File: src/hdl/sfd_pkg.sv
// Shared types, constants and the CRC-8 byte update for the sensor frame decoder.
package sfd_pkg;

    // Command codes of an input beat.
    localparam logic CMD_TICK = 1'b0;
    localparam logic CMD_BYTE = 1'b1;

    // Byte positions inside a six-byte frame.
    localparam logic [2:0] BYTE_T_HI  = 3'd0;
    localparam logic [2:0] BYTE_T_LO  = 3'd1;
    localparam logic [2:0] BYTE_T_CRC = 3'd2;
    localparam logic [2:0] BYTE_H_HI  = 3'd3;
    localparam logic [2:0] BYTE_H_LO  = 3'd4;
    localparam logic [2:0] BYTE_H_CRC = 3'd5;
    localparam logic [2:0] BYTE_DONE  = 3'd6;

    // CRC-8 parameters.
    localparam logic [7:0] CRC_POLY = 8'h31;
    localparam logic [7:0] CRC_INIT = 8'hFF;

    // Conversion constants.
    localparam int unsigned TEMP_SCALE  = 17500;
    localparam int unsigned TEMP_OFFSET = 4500;
    localparam int unsigned HUM_SCALE   = 100;
    localparam int unsigned MS_PER_S    = 1000;
    localparam int unsigned TENTHS_CENTI = 10;

    // Elapsed-time counter.
    localparam int unsigned ELAPSED_W   = 22;
    localparam logic [ELAPSED_W-1:0] ELAPSED_MAX = 22'd3600000;

    // Widths of fields and scaled configuration values.
    localparam int unsigned CFG_IDX_W  = 2;
    localparam int unsigned CFG_DATA_W = 12;
    localparam int unsigned TEMP_W     = 15;
    localparam int unsigned HUM_W      = 7;
    localparam int unsigned TDELTA_W   = 12;

    // Result status codes.
    typedef enum logic [1:0] {
        ST_OK       = 2'd0,
        ST_TEMP_CRC = 2'd1,
        ST_HUM_CRC  = 2'd2
    } t_status;

    // Configuration register indexes.
    typedef enum logic [CFG_IDX_W-1:0] {
        CFG_MIN_INTERVAL = 2'd0,
        CFG_MAX_INTERVAL = 2'd1,
        CFG_HUM_DELTA    = 2'd2,
        CFG_TEMP_DELTA   = 2'd3
    } t_cfg_idx;

    // One input beat.
    typedef struct packed {
        logic       cmd;
        logic       frame_start;
        logic [7:0] rx_byte;
    } t_item;

    // Configuration, already scaled to the units that the filter compares in.
    typedef struct packed {
        logic [ELAPSED_W-1:0] min_ms;
        logic [ELAPSED_W-1:0] max_ms;
        logic [HUM_W-1:0]     hum_delta;
        logic [TDELTA_W-1:0]  temp_delta_centi;
    } t_cfg;

    // Frame decoder to report filter: what the last byte of a frame produced.
    typedef struct packed {
        logic             valid;
        t_status          status;
        logic             hum_ok;
        logic [HUM_W-1:0] hum_new;
    } t_frame_res;

    // One byte of CRC-8, MSB first, no reflection.
    function automatic logic [7:0] crc8_step(input logic [7:0] crc, input logic [7:0] data);
        logic [7:0] c;
        c = crc ^ data;
        for (int i = 0; i < 8; i++) begin
            c = c[7] ? ((c << 1) ^ CRC_POLY) : (c << 1);
        end
        return c;
    endfunction

endpackage

File: src/hdl/sensor_frame_decode_and_report_filter_unit.sv
// Top level of the sensor frame decoder with report-on-change filter.
//
// Each input beat is either a one-millisecond tick or one byte of a six-byte
// frame (temperature word, CRC-8, humidity word, CRC-8; polynomial 0x31, init
// 0xFF). The block takes one beat per clock cycle when the result side keeps
// up: a beat is captured in an input register, and when it moves on its CRC
// byte update, word conversion and report decision run in one pass of logic
// into the result register. Only the sixth byte of a frame gives a result;
// ticks, other bytes and bytes past the end of a frame give none. The input
// stalls only while a result waits in the output register and the sink holds
// ready low. Configuration writes are taken at any time with ready held high
// and should be made while no frame is in flight; no clearing pass follows
// reset.
module sensor_frame_decode_and_report_filter_unit import sfd_pkg::*; (
    input  logic                  i_clk,
    input  logic                  i_rst_n,
    // Input beats.
    input  logic                  i_valid,
    output logic                  o_ready,
    input  logic                  i_cmd,
    input  logic                  i_frame_start,
    input  logic [7:0]            i_rx_byte,
    // Result beats.
    output logic                  o_valid,
    input  logic                  i_ready,
    output logic [1:0]            o_status,
    output logic                  o_report,
    output logic signed [14:0]    o_temp_centi,
    output logic [6:0]            o_humidity_pct,
    // Configuration writes.
    input  logic                  i_cfg_valid,
    output logic                  o_cfg_ready,
    input  logic [CFG_IDX_W-1:0]  i_cfg_index,
    input  logic [CFG_DATA_W-1:0] i_cfg_data
);

    logic                     r_in_valid;
    t_item                    r_in;
    logic                     r_out_valid;
    logic [1:0]               r_out_status;
    logic                     r_out_report;
    logic signed [TEMP_W-1:0] r_out_temp;
    logic [HUM_W-1:0]         r_out_hum;

    logic                     step;
    t_cfg                     cfg;
    t_frame_res               res;
    logic signed [TEMP_W-1:0] cur_temp;
    logic [HUM_W-1:0]         cur_hum;
    logic                     report;

    // The held beat moves on whenever the result register can take a result.
    assign step        = r_in_valid && (!r_out_valid || i_ready);
    assign o_ready     = !r_in_valid || step;
    assign o_cfg_ready = 1'b1;

    // Input register.
    always_ff @(posedge i_clk) begin
        if (!i_rst_n) begin
            r_in_valid <= 1'b0;
        end else if (o_ready) begin
            r_in_valid <= i_valid;
        end
    end

    always_ff @(posedge i_clk) begin
        if (i_valid && o_ready) begin
            r_in.cmd         <= i_cmd;
            r_in.frame_start <= i_frame_start;
            r_in.rx_byte     <= i_rx_byte;
        end
    end

    sfd_cfg_regs u_cfg (
        .i_clk       (i_clk),
        .i_rst_n     (i_rst_n),
        .i_cfg_valid (i_cfg_valid),
        .i_cfg_index (i_cfg_index),
        .i_cfg_data  (i_cfg_data),
        .o_cfg       (cfg)
    );

    sfd_decode u_decode (
        .i_clk      (i_clk),
        .i_rst_n    (i_rst_n),
        .i_en       (step && (r_in.cmd == CMD_BYTE)),
        .i_item     (r_in),
        .o_res      (res),
        .o_cur_temp (cur_temp),
        .o_cur_hum  (cur_hum)
    );

    sfd_report_filter u_filter (
        .i_clk      (i_clk),
        .i_rst_n    (i_rst_n),
        .i_tick     (step && (r_in.cmd == CMD_TICK)),
        .i_res      (res),
        .i_cur_temp (cur_temp),
        .i_cfg      (cfg),
        .o_report   (report)
    );

    // Result register.
    always_ff @(posedge i_clk) begin
        if (!i_rst_n) begin
            r_out_valid <= 1'b0;
        end else if (res.valid) begin
            r_out_valid <= 1'b1;
        end else if (i_ready) begin
            r_out_valid <= 1'b0;
        end
    end

    always_ff @(posedge i_clk) begin
        if (res.valid) begin
            r_out_status <= res.status;
            r_out_report <= report;
            // The temperature register already holds the last temperature that passed its CRC check.
            r_out_temp   <= cur_temp;
            r_out_hum    <= res.hum_ok ? res.hum_new : cur_hum;
        end
    end

    assign o_valid        = r_out_valid;
    assign o_status       = r_out_status;
    assign o_report       = r_out_report;
    assign o_temp_centi   = r_out_temp;
    assign o_humidity_pct = r_out_hum;

endmodule

File: src/hdl/sfd_cfg_regs.sv
// Configuration registers, stored pre-scaled to milliseconds and centi-degrees.
module sfd_cfg_regs import sfd_pkg::*; (
    input  logic                  i_clk,
    input  logic                  i_rst_n,
    input  logic                  i_cfg_valid,
    input  logic [CFG_IDX_W-1:0]  i_cfg_index,
    input  logic [CFG_DATA_W-1:0] i_cfg_data,
    output t_cfg                  o_cfg
);

    t_cfg r_cfg;
    t_cfg n_cfg;

    // Scale the written value on its way in.
    always_comb begin
        n_cfg = r_cfg;
        if (i_cfg_valid) begin
            case (t_cfg_idx'(i_cfg_index))
                CFG_MIN_INTERVAL: n_cfg.min_ms =
                    ELAPSED_W'(i_cfg_data) * ELAPSED_W'(MS_PER_S);
                CFG_MAX_INTERVAL: n_cfg.max_ms =
                    ELAPSED_W'(i_cfg_data) * ELAPSED_W'(MS_PER_S);
                CFG_HUM_DELTA:    n_cfg.hum_delta = i_cfg_data[HUM_W-1:0];
                CFG_TEMP_DELTA:   n_cfg.temp_delta_centi =
                    TDELTA_W'(i_cfg_data[7:0]) * TDELTA_W'(TENTHS_CENTI);
                default: n_cfg = r_cfg;
            endcase
        end
    end

    // Reset values are 10 s, 150 s, 2 percent and 0.5 degree.
    always_ff @(posedge i_clk) begin
        if (!i_rst_n) begin
            r_cfg.min_ms           <= ELAPSED_W'(10 * MS_PER_S);
            r_cfg.max_ms           <= ELAPSED_W'(150 * MS_PER_S);
            r_cfg.hum_delta        <= HUM_W'(2);
            r_cfg.temp_delta_centi <= TDELTA_W'(5 * TENTHS_CENTI);
        end else begin
            r_cfg <= n_cfg;
        end
    end

    assign o_cfg = r_cfg;

endmodule

File: src/hdl/sfd_decode.sv
// Frame byte tracking, CRC-8 checks and conversion of the two sensor words.
module sfd_decode import sfd_pkg::*; (
    input  logic                     i_clk,
    input  logic                     i_rst_n,
    input  logic                     i_en,
    input  t_item                    i_item,
    output t_frame_res               o_res,
    output logic signed [TEMP_W-1:0] o_cur_temp,
    output logic [HUM_W-1:0]         o_cur_hum
);

    logic [2:0]               r_idx, n_idx;
    logic [7:0]               r_crc, n_crc;
    logic [7:0]               r_word_hi, n_word_hi;
    logic [7:0]               r_word_lo, n_word_lo;
    logic                     r_temp_failed, n_temp_failed;
    logic signed [TEMP_W-1:0] r_cur_temp, n_cur_temp;
    logic [HUM_W-1:0]         r_cur_hum, n_cur_hum;

    logic [2:0]               eff_idx;
    logic [7:0]               eff_crc;
    logic                     eff_tf;
    logic [15:0]              raw;
    logic [30:0]              temp_prod;
    logic signed [15:0]       temp_conv;
    logic [22:0]              hum_prod;
    logic [7:0]               crc_next;

    // A frame start restarts the frame from its first byte.
    assign eff_idx  = i_item.frame_start ? BYTE_T_HI : r_idx;
    assign eff_crc  = i_item.frame_start ? CRC_INIT : r_crc;
    assign eff_tf   = i_item.frame_start ? 1'b0 : r_temp_failed;
    assign crc_next = crc8_step(eff_crc, i_item.rx_byte);

    // Word conversions: ((17500 * raw) >> 16) - 4500 and (100 * raw) >> 16.
    assign raw       = {r_word_hi, r_word_lo};
    assign temp_prod = 31'(raw) * 31'(TEMP_SCALE);
    assign temp_conv = $signed({1'b0, temp_prod[30:16]}) - 16'(TEMP_OFFSET);
    assign hum_prod  = 23'(raw) * 23'(HUM_SCALE);

    // Next state and frame result.
    always_comb begin
        n_idx         = r_idx;
        n_crc         = r_crc;
        n_word_hi     = r_word_hi;
        n_word_lo     = r_word_lo;
        n_temp_failed = r_temp_failed;
        n_cur_temp    = r_cur_temp;
        n_cur_hum     = r_cur_hum;
        o_res         = '0;
        o_res.status  = ST_OK;
        o_res.hum_new = hum_prod[22:16];
        if (i_en) begin
            n_idx         = eff_idx;
            n_crc         = eff_crc;
            n_temp_failed = eff_tf;
            case (eff_idx)
                BYTE_T_HI, BYTE_H_HI: begin
                    n_word_hi = i_item.rx_byte;
                    n_crc     = crc_next;
                    n_idx     = eff_idx + 3'd1;
                end
                BYTE_T_LO, BYTE_H_LO: begin
                    n_word_lo = i_item.rx_byte;
                    n_crc     = crc_next;
                    n_idx     = eff_idx + 3'd1;
                end
                BYTE_T_CRC: begin
                    if (eff_crc == i_item.rx_byte) begin
                        n_cur_temp    = temp_conv[TEMP_W-1:0];
                        n_temp_failed = 1'b0;
                    end else begin
                        n_temp_failed = 1'b1;
                    end
                    n_crc = CRC_INIT;
                    n_idx = BYTE_H_HI;
                end
                BYTE_H_CRC: begin
                    o_res.valid = 1'b1;
                    if (eff_tf) begin
                        o_res.status = ST_TEMP_CRC;
                    end else if (eff_crc != i_item.rx_byte) begin
                        o_res.status = ST_HUM_CRC;
                    end else begin
                        o_res.hum_ok = 1'b1;
                        n_cur_hum    = hum_prod[22:16];
                    end
                    n_crc = CRC_INIT;
                    n_idx = BYTE_DONE;
                end
                default: begin
                    // Bytes after the end of a frame are dropped.
                    n_idx = eff_idx;
                end
            endcase
        end
    end

    always_ff @(posedge i_clk) begin
        if (!i_rst_n) begin
            r_idx         <= BYTE_T_HI;
            r_crc         <= CRC_INIT;
            r_word_hi     <= '0;
            r_word_lo     <= '0;
            r_temp_failed <= 1'b0;
            r_cur_temp    <= '0;
            r_cur_hum     <= '0;
        end else begin
            r_idx         <= n_idx;
            r_crc         <= n_crc;
            r_word_hi     <= n_word_hi;
            r_word_lo     <= n_word_lo;
            r_temp_failed <= n_temp_failed;
            r_cur_temp    <= n_cur_temp;
            r_cur_hum     <= n_cur_hum;
        end
    end

    assign o_cur_temp = r_cur_temp;
    assign o_cur_hum  = r_cur_hum;

endmodule

File: src/hdl/sfd_report_filter.sv
// Report-on-change decision with the elapsed-time counter and last reported values.
module sfd_report_filter import sfd_pkg::*; (
    input  logic                     i_clk,
    input  logic                     i_rst_n,
    input  logic                     i_tick,
    input  t_frame_res               i_res,
    input  logic signed [TEMP_W-1:0] i_cur_temp,
    input  t_cfg                     i_cfg,
    output logic                     o_report
);

    logic [ELAPSED_W-1:0]     r_elapsed_ms, n_elapsed_ms;
    logic signed [TEMP_W-1:0] r_sent_temp, n_sent_temp;
    logic [HUM_W-1:0]         r_sent_hum, n_sent_hum;

    logic                     min_block;
    logic                     max_trig;
    logic                     hum_trig;
    logic                     temp_trig;
    logic [HUM_W-1:0]         hum_diff;
    logic signed [TEMP_W:0]   temp_diff;
    logic [TEMP_W:0]          temp_abs;
    logic                     report;

    // Interval checks against the scaled interval registers.
    assign min_block = (i_cfg.min_ms != '0) && (r_elapsed_ms < i_cfg.min_ms);
    assign max_trig  = (i_cfg.max_ms != '0) && (r_elapsed_ms >= i_cfg.max_ms);

    // Humidity change since the last report.
    assign hum_diff = (i_res.hum_new >= r_sent_hum) ? (i_res.hum_new - r_sent_hum)
                                                    : (r_sent_hum - i_res.hum_new);
    assign hum_trig = (i_cfg.hum_delta != '0) && (hum_diff >= i_cfg.hum_delta);

    // Temperature change since the last report.
    assign temp_diff = (TEMP_W+1)'(i_cur_temp) - (TEMP_W+1)'(r_sent_temp);
    assign temp_abs  = temp_diff[TEMP_W] ? (TEMP_W+1)'(-temp_diff) : (TEMP_W+1)'(temp_diff);
    assign temp_trig = (i_cfg.temp_delta_centi != '0) &&
                       (temp_abs >= (TEMP_W+1)'(i_cfg.temp_delta_centi));

    assign report   = i_res.valid && i_res.hum_ok && !min_block &&
                      (max_trig || hum_trig || temp_trig);
    assign o_report = report;

    // Counter and last reported values.
    always_comb begin
        n_elapsed_ms = r_elapsed_ms;
        n_sent_temp  = r_sent_temp;
        n_sent_hum   = r_sent_hum;
        if (i_tick && (r_elapsed_ms < ELAPSED_MAX)) begin
            n_elapsed_ms = r_elapsed_ms + ELAPSED_W'(1);
        end
        if (report) begin
            n_elapsed_ms = '0;
            n_sent_temp  = i_cur_temp;
            n_sent_hum   = i_res.hum_new;
        end
    end

    always_ff @(posedge i_clk) begin
        if (!i_rst_n) begin
            r_elapsed_ms <= '0;
            r_sent_temp  <= '0;
            r_sent_hum   <= '0;
        end else begin
            r_elapsed_ms <= n_elapsed_ms;
            r_sent_temp  <= n_sent_temp;
            r_sent_hum   <= n_sent_hum;
        end
    end

    // The counter never passes its saturation value.
    a_elapsed_bound: assert property (@(posedge i_clk) disable iff (!i_rst_n)
        r_elapsed_ms <= ELAPSED_MAX)
        else $error("elapsed counter above saturation value");

    // A report restarts the interval timer.
    a_report_clears_timer: assert property (@(posedge i_clk) disable iff (!i_rst_n)
        report |=> (r_elapsed_ms == '0))
        else $error("elapsed counter not cleared after report");

    // A report records the humidity and temperature it carried.
    a_report_records: assert property (@(posedge i_clk) disable iff (!i_rst_n)
        report |=> (r_sent_hum == $past(i_res.hum_new)) &&
                   (r_sent_temp == $past(i_cur_temp)))
        else $error("last reported values not updated");

endmodule
File: config.mk
export PLATFORM = sky130hd
export DESIGN_NAME = sensor_frame_decode_and_report_filter_unit
export DESIGN_NICKNAME = d
export VERILOG_FILES = /design/src/hdl/sfd_pkg.sv /design/src/hdl/sensor_frame_decode_and_report_filter_unit.sv /design/src/hdl/sfd_cfg_regs.sv /design/src/hdl/sfd_decode.sv /design/src/hdl/sfd_report_filter.sv
export SDC_FILE = /design/constraint.sdc
export NUM_CORES = 1
export LEC_CHECK = 0
export BUFFER_PORTS_ARGS = -buffer_cell sky130_fd_sc_hd__buf_2
export CORE_MARGIN = 2
export CORE_UTILIZATION = 35
export DETAILED_ROUTE_END_ITERATION = 10
export PLACE_DENSITY = 0.58
export SLEW_MARGIN = 20
export SYNTH_ARGS = -nofsm -noshare
export SYNTH_HDL_FRONTEND = slang
export SYNTH_HIERARCHICAL = 1
export SYNTH_SLANG_ARGS = --single-unit
File: constraint.sdc
create_clock -name i_clk -period 11.67 [get_ports i_clk]
set_input_delay 1.7505 -clock i_clk [delete_from_list [all_inputs] [get_ports i_clk]]
set_output_delay 1.7505 -clock i_clk [all_outputs]
set_load 0.01 [all_outputs]
==> results of run 1 <==
[metal layers]
metal  GRT usage  up-vias
met1       0.216     6809
met3      0.0242       52
met4      0.0553        0
li1            -     7169
met5           0        -
met2       0.287      280
[worst max-delay path: cells and delay by family, from the launching register on]
kind / cells / cell delay [ns]
simple gates: 3 / 0.71
compound gates: 17 / 4.34
buf+inv: 1 / 0.16
flops: 1 / 0.52
fa+ha+maj: 6 / 2.05
mux: 1 / 0.42
[state kept, by name, indices dropped and copies added, names as in the netlist]
signal and cells:
u_decode/r_crc 8, o_valid 1, u_decode/o_cur_hum 7, u_filter/r_elapsed_ms 22, o_humidity_pct 7, o_temp_centi 15
u_decode/r_idx 3, r_in_valid 1, u_decode/r_word_hi 8, u_cfg/o_cfg 56, u_filter/r_sent_hum 7, u_filter/r_sent_temp 15
o_status 2, u_decode/r_temp_failed 1, u_decode/r_word_lo 8, u_decode/o_cur_temp 15, r_in 10, o_report 1
[cell families (layout without fill, tap and decap cells)]
family	after synthesis	count (layout)	synth area share
adder cells (fa/ha/maj)	379	379	0.300
AO/OA/AOI/OAI	429	429	0.163
multiplexers	50	50	0.0300
flip-flops	187	187	0.225
XOR/XNOR	100	100	0.0489
AND/OR/NAND/NOR	543	543	0.146
other	2	8	0.000412
buffers and inverters	368	387	0.0870
[through the flow]
| step | hold slack, ns | instance area, um2 | instances |
|---|---|---|---|
| final | 0.458 | 19500 | 2763 |
| after global routing | 0.477 | 19500 | 2763 |
| after CTS | 0.461 | 19500 | 2763 |
| after detailed placement | 0.451 | 18900 | 2731 |
| after global placement | 0.442 | 18900 | 2731 |
| after floorplan | 0.436 | 18200 | 2064 |
[synth_stat cells, types with 23 or more instances]
master / instances
sky130_fd_sc_hd__a21o_1: 30
sky130_fd_sc_hd__a21oi_1: 123
sky130_fd_sc_hd__clkbuf_1: 29
sky130_fd_sc_hd__dfxtp_1: 152
sky130_fd_sc_hd__edfxtp_1: 35
sky130_fd_sc_hd__fa_1: 96
sky130_fd_sc_hd__ha_1: 283
sky130_fd_sc_hd__inv_1: 290
sky130_fd_sc_hd__mux2i_1: 37
sky130_fd_sc_hd__nand2_1: 147
sky130_fd_sc_hd__nand3_1: 80
sky130_fd_sc_hd__nand4_1: 24
sky130_fd_sc_hd__nor2_1: 135
sky130_fd_sc_hd__nor3_1: 36
sky130_fd_sc_hd__o211ai_1: 23
sky130_fd_sc_hd__o21ai_0: 60
sky130_fd_sc_hd__xnor2_1: 60
sky130_fd_sc_hd__xor2_1: 38
[path summary, 6_finish.rpt]
path | startpoint | endpoint | slack [ns] | cells past startpoint
setup / recovery | u_decode/r_word_lo[6] | u_filter/r_elapsed_ms[3] | 3.41 | 28
hold / removal | u_decode/o_cur_hum[4] | u_decode/o_cur_hum[4] | 0.46 | 2
setup reg to reg | u_decode/r_word_lo[6] | u_filter/r_elapsed_ms[3] | 3.41 | 28
hold reg to reg | u_decode/o_cur_hum[4] | u_decode/o_cur_hum[4] | 0.46 | 2
[cell type report]
type	instances	area share
multi-input cells	1509	0.643
flip-flops and latches	187	0.210
inverters	291	0.0559
well taps	680	0.0435
clock buffers	17	0.0218
repair buffers	64	0.0175
clock inverters	15	0.00909
[power groups by stage]
stage                     Clock, W  Combinational (W)  Sequential, W
after floorplan                  0           0.000729       0.000718
after global placement           0           0.000868       0.000735
after detailed placement         0           0.000885       0.000735
after CTS                 0.000615           0.000892       0.000720
after global routing      0.000640            0.00100       0.000725
final                     0.000596           0.000891       0.000720
==> impl_metrics.py, run 1 <==
metrics = {
    "synth": {
        "synth_edf_count": 35,
        "syn_area_um2": 18200,
        "post_synth_num_cell_types": 112,
        "synth-main-ff-cell": "sky130_fd_sc_hd__dfxtp_1",
        "number_of_instances_in_the_synthesized_netlist": 2058,
        "synth-warning-count": 6,
        "post_synth_main_area_contributors": "sky130_fd_sc_hd__ha_1 19%, sky130_fd_sc_hd__dfxtp_1 17%, sky130_fd_sc_hd__fa_1 11%",
        "synthDominantAreaCellType": "sky130_fd_sc_hd__ha_1",
        "synth_sequential_area_ratio": 0.225,
        "synth_seq_cells": 187,
        "netlist.area_leader.share": 0.194,
        "ys_async_sr_fraction": 0,
        "postSynthAreaPerCell_um2": 8.85,
    },
    "cells_and_area": {
        "layout.nets": 2478,
        "register_area_um2": 4090,
        "antenna_cells": 0,
        "num-fill-cells": 5222,
        "mostFrequentLayoutCells": "290 x sky130_fd_sc_hd__inv_1, 283 x sky130_fd_sc_hd__ha_1, 152 x sky130_fd_sc_hd__dfxtp_1",
        "multi_input_comb_area_um2": 12600,
        "area_delta_synth_final_pct": 7.33,
        "post_route_cells_drive_above_1_share": 0.0821,
        "utilization": 0.380,
        "layout.cells.most_common": "sky130_fd_sc_hd__inv_1",
    },
    "power": {
        "p_leak_nw": 9.12,
        "power.clock.fraction": 0.270,
        "p_int_w": 0.00134,
        "power_switching_w": 0.000867,
        "p_total_w": 0.00221,
        "power.share.combinational": 0.404,
        "switching_part_of_the_total_power": 0.393,
        "sequentialPowerShare": 0.326,
        "cellPowerDensity_nw_per_um2": 113,
        "peakVddDrop_v": 0.0000920,
    },
    "global_route": {
        "via_count_of_the_first_global_routing_pass": 14200,
        "grt_antenna_before_repair": 1,
        "global_route.overflow_total": 0,
        "grt_first_pass_wirelength_um": 72400,
        "track_usage": 0.168,
        "grt_max_degree": 49,
    },
    "routing": {
        "route.met3.wl_um": 1670,
        "drt_met1_wl_um": 20300,
        "drtPass1Iterations": 5,
        "wirelength_per_cell_um": 15.9,
        "number_of_design_rule_violations_left_by_the_first_detailed_router_iteration": 760,
        "met2_layer_wire_length_in_the_routed_design_um": 20900,
        "vias": 14300,
        "top_layer_used": "met4",
        "detail_route.vias_per_cell": 5.18,
        "route.final.wire_length_um": 44000,
        "route.antenna.remaining_nets": 0,
        "remaining_drc_errors": 0,
    },
    "place": {
        "place_ws_ns": 3.48,
        "gp_congestion": 0.875,
        "total_half_perimeter_wirelength_after_legalization_and_detailed_placement_um": 35400,
        "port_buffer_count": 55,
    },
    "setup_path": {
        "criticalPathCategory": "flop to flop",
        "crit_path_required_time_ns": 12.06,
        "start_kind": "flop",
        "path_max_fanout": 24,
        "critPathArrivalTime_ns": 8.65,
        "crit_path_max_incr_delay_ns": 0.79,
        "critical_path.most_common_cell": "sky130_fd_sc_hd__ha_1",
        "critical-path-slowest-cell": "sky130_fd_sc_hd__a31oi_1",
        "crit_path_end_kind": "flop",
    },
    "floorplan": {
        "core.rowCount": 83,
        "die_w_um": 232,
        "die_area_um2": 53900,
        "vert_die_dim_um": 232,
        "initial_core_util": 0.354,
        "design.portCount": 57,
        "fp.coreArea_um2": 51400,
    },
    "clock_tree": {
        "cts_repair_resize_count": 0,
        "cts_buffer_depth": 2,
        "cts.sinks": 187,
        "root_cell_of_the_clock_tree": "sky130_fd_sc_hd__clkbuf_16",
        "post_cts_buffers": 0,
        "clock_tree_from_tritoncts": "done",
        "post_cts_hold_buffer_count": 0,
        "cts-buffers-inserted": 17,
        "ctsHtreeMaxLevel": 4,
        "path_clk_slew_ns": 0.08,
        "clock_latency_on_the_worst_skew_pair_ns": 0.45,
    },
    "sta": {
        "rsz0062_at_grt": "false",
        "worst_clock_skew_ns": 0.0103,
        "finalWorstPathRequiredPeriod_ns": 8.26,
        "timing.final.ws_setup_ns": 3.41,
        "max_freq_mhz": 121,
        "setup_violations": 0,
        "timing_max_transition_violations_final": 0,
        "finalHoldViolations": 0,
        "final.period_utilization": 0.708,
        "slew_headroom": 0.316,
        "transition_time_at_the_pin_with_the_least_slew_margin_ns": 1.02,
        "finalSetupTns_ns": 0,
    },
    "min_path": {
        "hold_path.class": "flop to flop",
    },
    "job": {
        "cap_violations": 0,
    },
    "status": {
        "run_status": "finished, final reports clean",
    },
}
Power figures use the tool's default switching activity.
==> run 2: changes to the inputs <==
--- a/config.mk
+++ b/config.mk
@@ -9,7 +9,7 @@
 export CORE_MARGIN = 2
 export CORE_UTILIZATION = 35
 export DETAILED_ROUTE_END_ITERATION = 10
-export PLACE_DENSITY = 0.58
+export PLACE_DENSITY = 0.6
 export SLEW_MARGIN = 20
 export SYNTH_ARGS = -nofsm -noshare
 export SYNTH_HDL_FRONTEND = slang
==> constraint.sdc (replaced) <==
create_clock -name i_clk -period 6.6 [get_ports i_clk]
set_input_delay 0.99 -clock i_clk [delete_from_list [all_inputs] [get_ports i_clk]]
set_output_delay 0.99 -clock i_clk [all_outputs]
set_load 0.01 [all_outputs]
==> impl_metrics.py, run 2 (synthesized netlist as in run 1, its figures left out) <==
metrics = {
    "status": {
        "run_status": "finished, final reports clean",
    },
    "cells_and_area": {
        "layout.cells.most_common": "sky130_fd_sc_hd__inv_1",
        "layout.nets": 2541,
        "finalNonFillerCells": 2826,
        "area_delta_synth_final_pct": 13.7,
        "antenna_cells": 0,
        "post_route_cells_drive_above_1_share": 0.144,
        "mostFrequentLayoutCells": "290 x sky130_fd_sc_hd__inv_1, 267 x sky130_fd_sc_hd__ha_1, 146 x sky130_fd_sc_hd__nand2_1",
        "largest_register_ff_count": 56,
    },
    "setup_path": {
        "crit_path_leading_delay_family": "compound AO/OA/AOI/OAI gates",
        "critical-path-slowest-cell": "sky130_fd_sc_hd__fa_1",
        "start_kind": "flop",
        "criticalPathCategory": "flop to flop",
        "cp_num_buf_inv": 3,
        "critical_path.most_common_cell": "sky130_fd_sc_hd__ha_4",
        "path_max_fanout": 11,
        "crit_path_required_time_ns": 6.93,
        "crit_path_end_kind": "flop",
        "critPathArrivalTime_ns": 6.80,
        "crit_path_max_incr_delay_ns": 0.44,
    },
    "global_route": {
        "grt_antenna_before_repair": 1,
        "via_count_of_the_first_global_routing_pass": 15000,
        "grt_max_degree": 50,
        "track_usage": 0.175,
        "grt_first_pass_wirelength_um": 75900,
        "global_route.overflow_total": 0,
    },
    "floorplan": {
        "die_w_um": 232,
        "design.portCount": 57,
        "core.rowCount": 83,
        "die_area_um2": 53900,
        "fp.coreArea_um2": 51400,
        "vert_die_dim_um": 232,
        "initial_core_util": 0.354,
    },
    "clock_tree": {
        "ctsHtreeMaxLevel": 4,
        "cts.sinks": 187,
        "cts-buffers-inserted": 17,
        "root_cell_of_the_clock_tree": "sky130_fd_sc_hd__clkbuf_16",
        "clock_tree_from_tritoncts": "done",
        "path_clk_slew_ns": 0.08,
        "cts_buffer_depth": 2,
        "clock_latency_on_the_worst_skew_pair_ns": 0.48,
    },
    "sta": {
        "rsz0062_at_grt": "true",
        "finalHoldViolations": 0,
        "slew_headroom": 0.305,
        "worst_clock_skew_ns": 0.0157,
        "timing.final.ws_setup_ns": 0.126,
        "setup_violations": 0,
        "finalWorstPathRequiredPeriod_ns": 6.47,
        "timing_max_transition_violations_final": 0,
        "transition_time_at_the_pin_with_the_least_slew_margin_ns": 1.04,
        "max_freq_mhz": 154,
        "final.period_utilization": 0.981,
    },
    "place": {
        "dp.cells": 2780,
        "place_ws_ns": -0.285,
        "port_buffer_count": 55,
        "gp_congestion": 0.871,
        "total_half_perimeter_wirelength_after_legalization_and_detailed_placement_um": 36600,
    },
    "routing": {
        "route.final.wire_length_um": 46100,
        "wirelength_per_cell_um": 16.3,
        "detail_route.vias_per_cell": 5.21,
        "remaining_drc_errors": 0,
        "vias": 14700,
        "route.antenna.remaining_nets": 0,
        "number_of_design_rule_violations_left_by_the_first_detailed_router_iteration": 761,
        "drtPass1Iterations": 5,
    },
    "job": {
        "cap_violations": 0,
    },
    "power": {
        "p_int_w": 0.00248,
        "power_switching_w": 0.00163,
        "p_leak_nw": 9.47,
        "peakVddDrop_v": 0.000146,
        "power.share.combinational": 0.436,
        "switching_part_of_the_total_power": 0.397,
        "power.clock.fraction": 0.256,
        "cellPowerDensity_nw_per_um2": 198,
        "sequentialPowerShare": 0.308,
    },
    "min_path": {
        "hold_path.class": "flop to flop",
    },
}
[run 2: cell types whose count changed in the layout (fill, tap and decap cells not counted), moves of 5 or more]
| cell | before | now |
|---|---|---|
| sky130_fd_sc_hd__a21oi_2 | 8 | 16 |
| sky130_fd_sc_hd__dfxtp_1 | 152 | 144 |
| sky130_fd_sc_hd__ha_1 | 283 | 267 |
| sky130_fd_sc_hd__ha_4 | 0 | 14 |
| sky130_fd_sc_hd__dfxtp_2 | 0 | 5 |
| sky130_fd_sc_hd__nor2_1 | 134 | 111 |
| sky130_fd_sc_hd__a21oi_1 | 123 | 115 |
| sky130_fd_sc_hd__buf_4 | 9 | 60 |
| sky130_fd_sc_hd__nor2_2 | 0 | 6 |
| sky130_fd_sc_hd__nor2_4 | 1 | 18 |
| sky130_fd_sc_hd__o21ai_0 | 60 | 52 |
[run 2: final timing paths]
check	start	endpoint	slack, ns	depth (start not counted)
hold reg to reg	u_decode/o_cur_hum[3]	u_decode/o_cur_hum[3]	0.46	2
setup / recovery	u_decode/r_word_lo[6]	u_filter/r_sent_temp[5]	0.13	31
setup reg to reg	u_decode/r_word_lo[6]	u_filter/r_sent_temp[5]	0.13	31
hold / removal	u_decode/o_cur_hum[3]	u_decode/o_cur_hum[3]	0.46	2
[run 2: metal layers]
layer  wire length (um)  vias up  share of wire  track usage
met4               1150        0          0.025       0.0609
met3               1400       61          0.030       0.0242
met1              21600     7097           0.47        0.225
met2              21900      256           0.48        0.301
met5                  0        -              0            0
li1                   -     7299              -            -
[run 2: final cells by class]
| cell class | instances | area [um2] |
|---|---|---|
| flip-flops and latches | 187 | 4110 |
| fillers | 5126 | 30700 |
| multi-input cells | 1509 | 13100 |
| well taps | 680 | 851 |
| repair buffers | 127 | 946 |
| inverters | 291 | 1090 |
| clock buffers | 17 | 425 |
| clock inverters | 15 | 170 |
[run 2: worst min-delay path: stages, from the launching register on]
cell and delay [ns]:
sky130_fd_sc_hd__dfxtp_1 0.32, sky130_fd_sc_hd__nand2_1 0.05, sky130_fd_sc_hd__a21oi_1 0.05
[run 2: metrics by stage]
stage               hold WS, ns  setup TNS [ns]  instance area, um2   util  power [W]
CTS                       0.461               0               20000  0.390    0.00400
global placement          0.442          -0.977               19400  0.377    0.00288
floorplan                 0.436               0               18300      -    0.00256
global route              0.477           -6.29               20700  0.403    0.00441
finish                    0.460               0               20700  0.403    0.00411
detailed placement        0.449           -9.45               19400  0.377    0.00291
[run 2: timing repair]
action / in CTS / in global routing
buffers inserted: 3 / 6
pin swaps: 1 / 65
endpoints found under the setup margin: 45 / 45
gates resized for setup: 12 / 105
gates cloned: 0 / 5
hold buffers: 0 / 0
[run 2: power by group through the flow]
stage          sequential, W  combinational, W  clock [W]
2_1_floorplan        0.00127           0.00129          0
3_3_place_gp         0.00129           0.00159          0
3_5_place_dp         0.00129           0.00162          0
4_1_cts              0.00127           0.00166    0.00107
5_1_grt              0.00127           0.00202    0.00112
6_report             0.00127           0.00179    0.00105
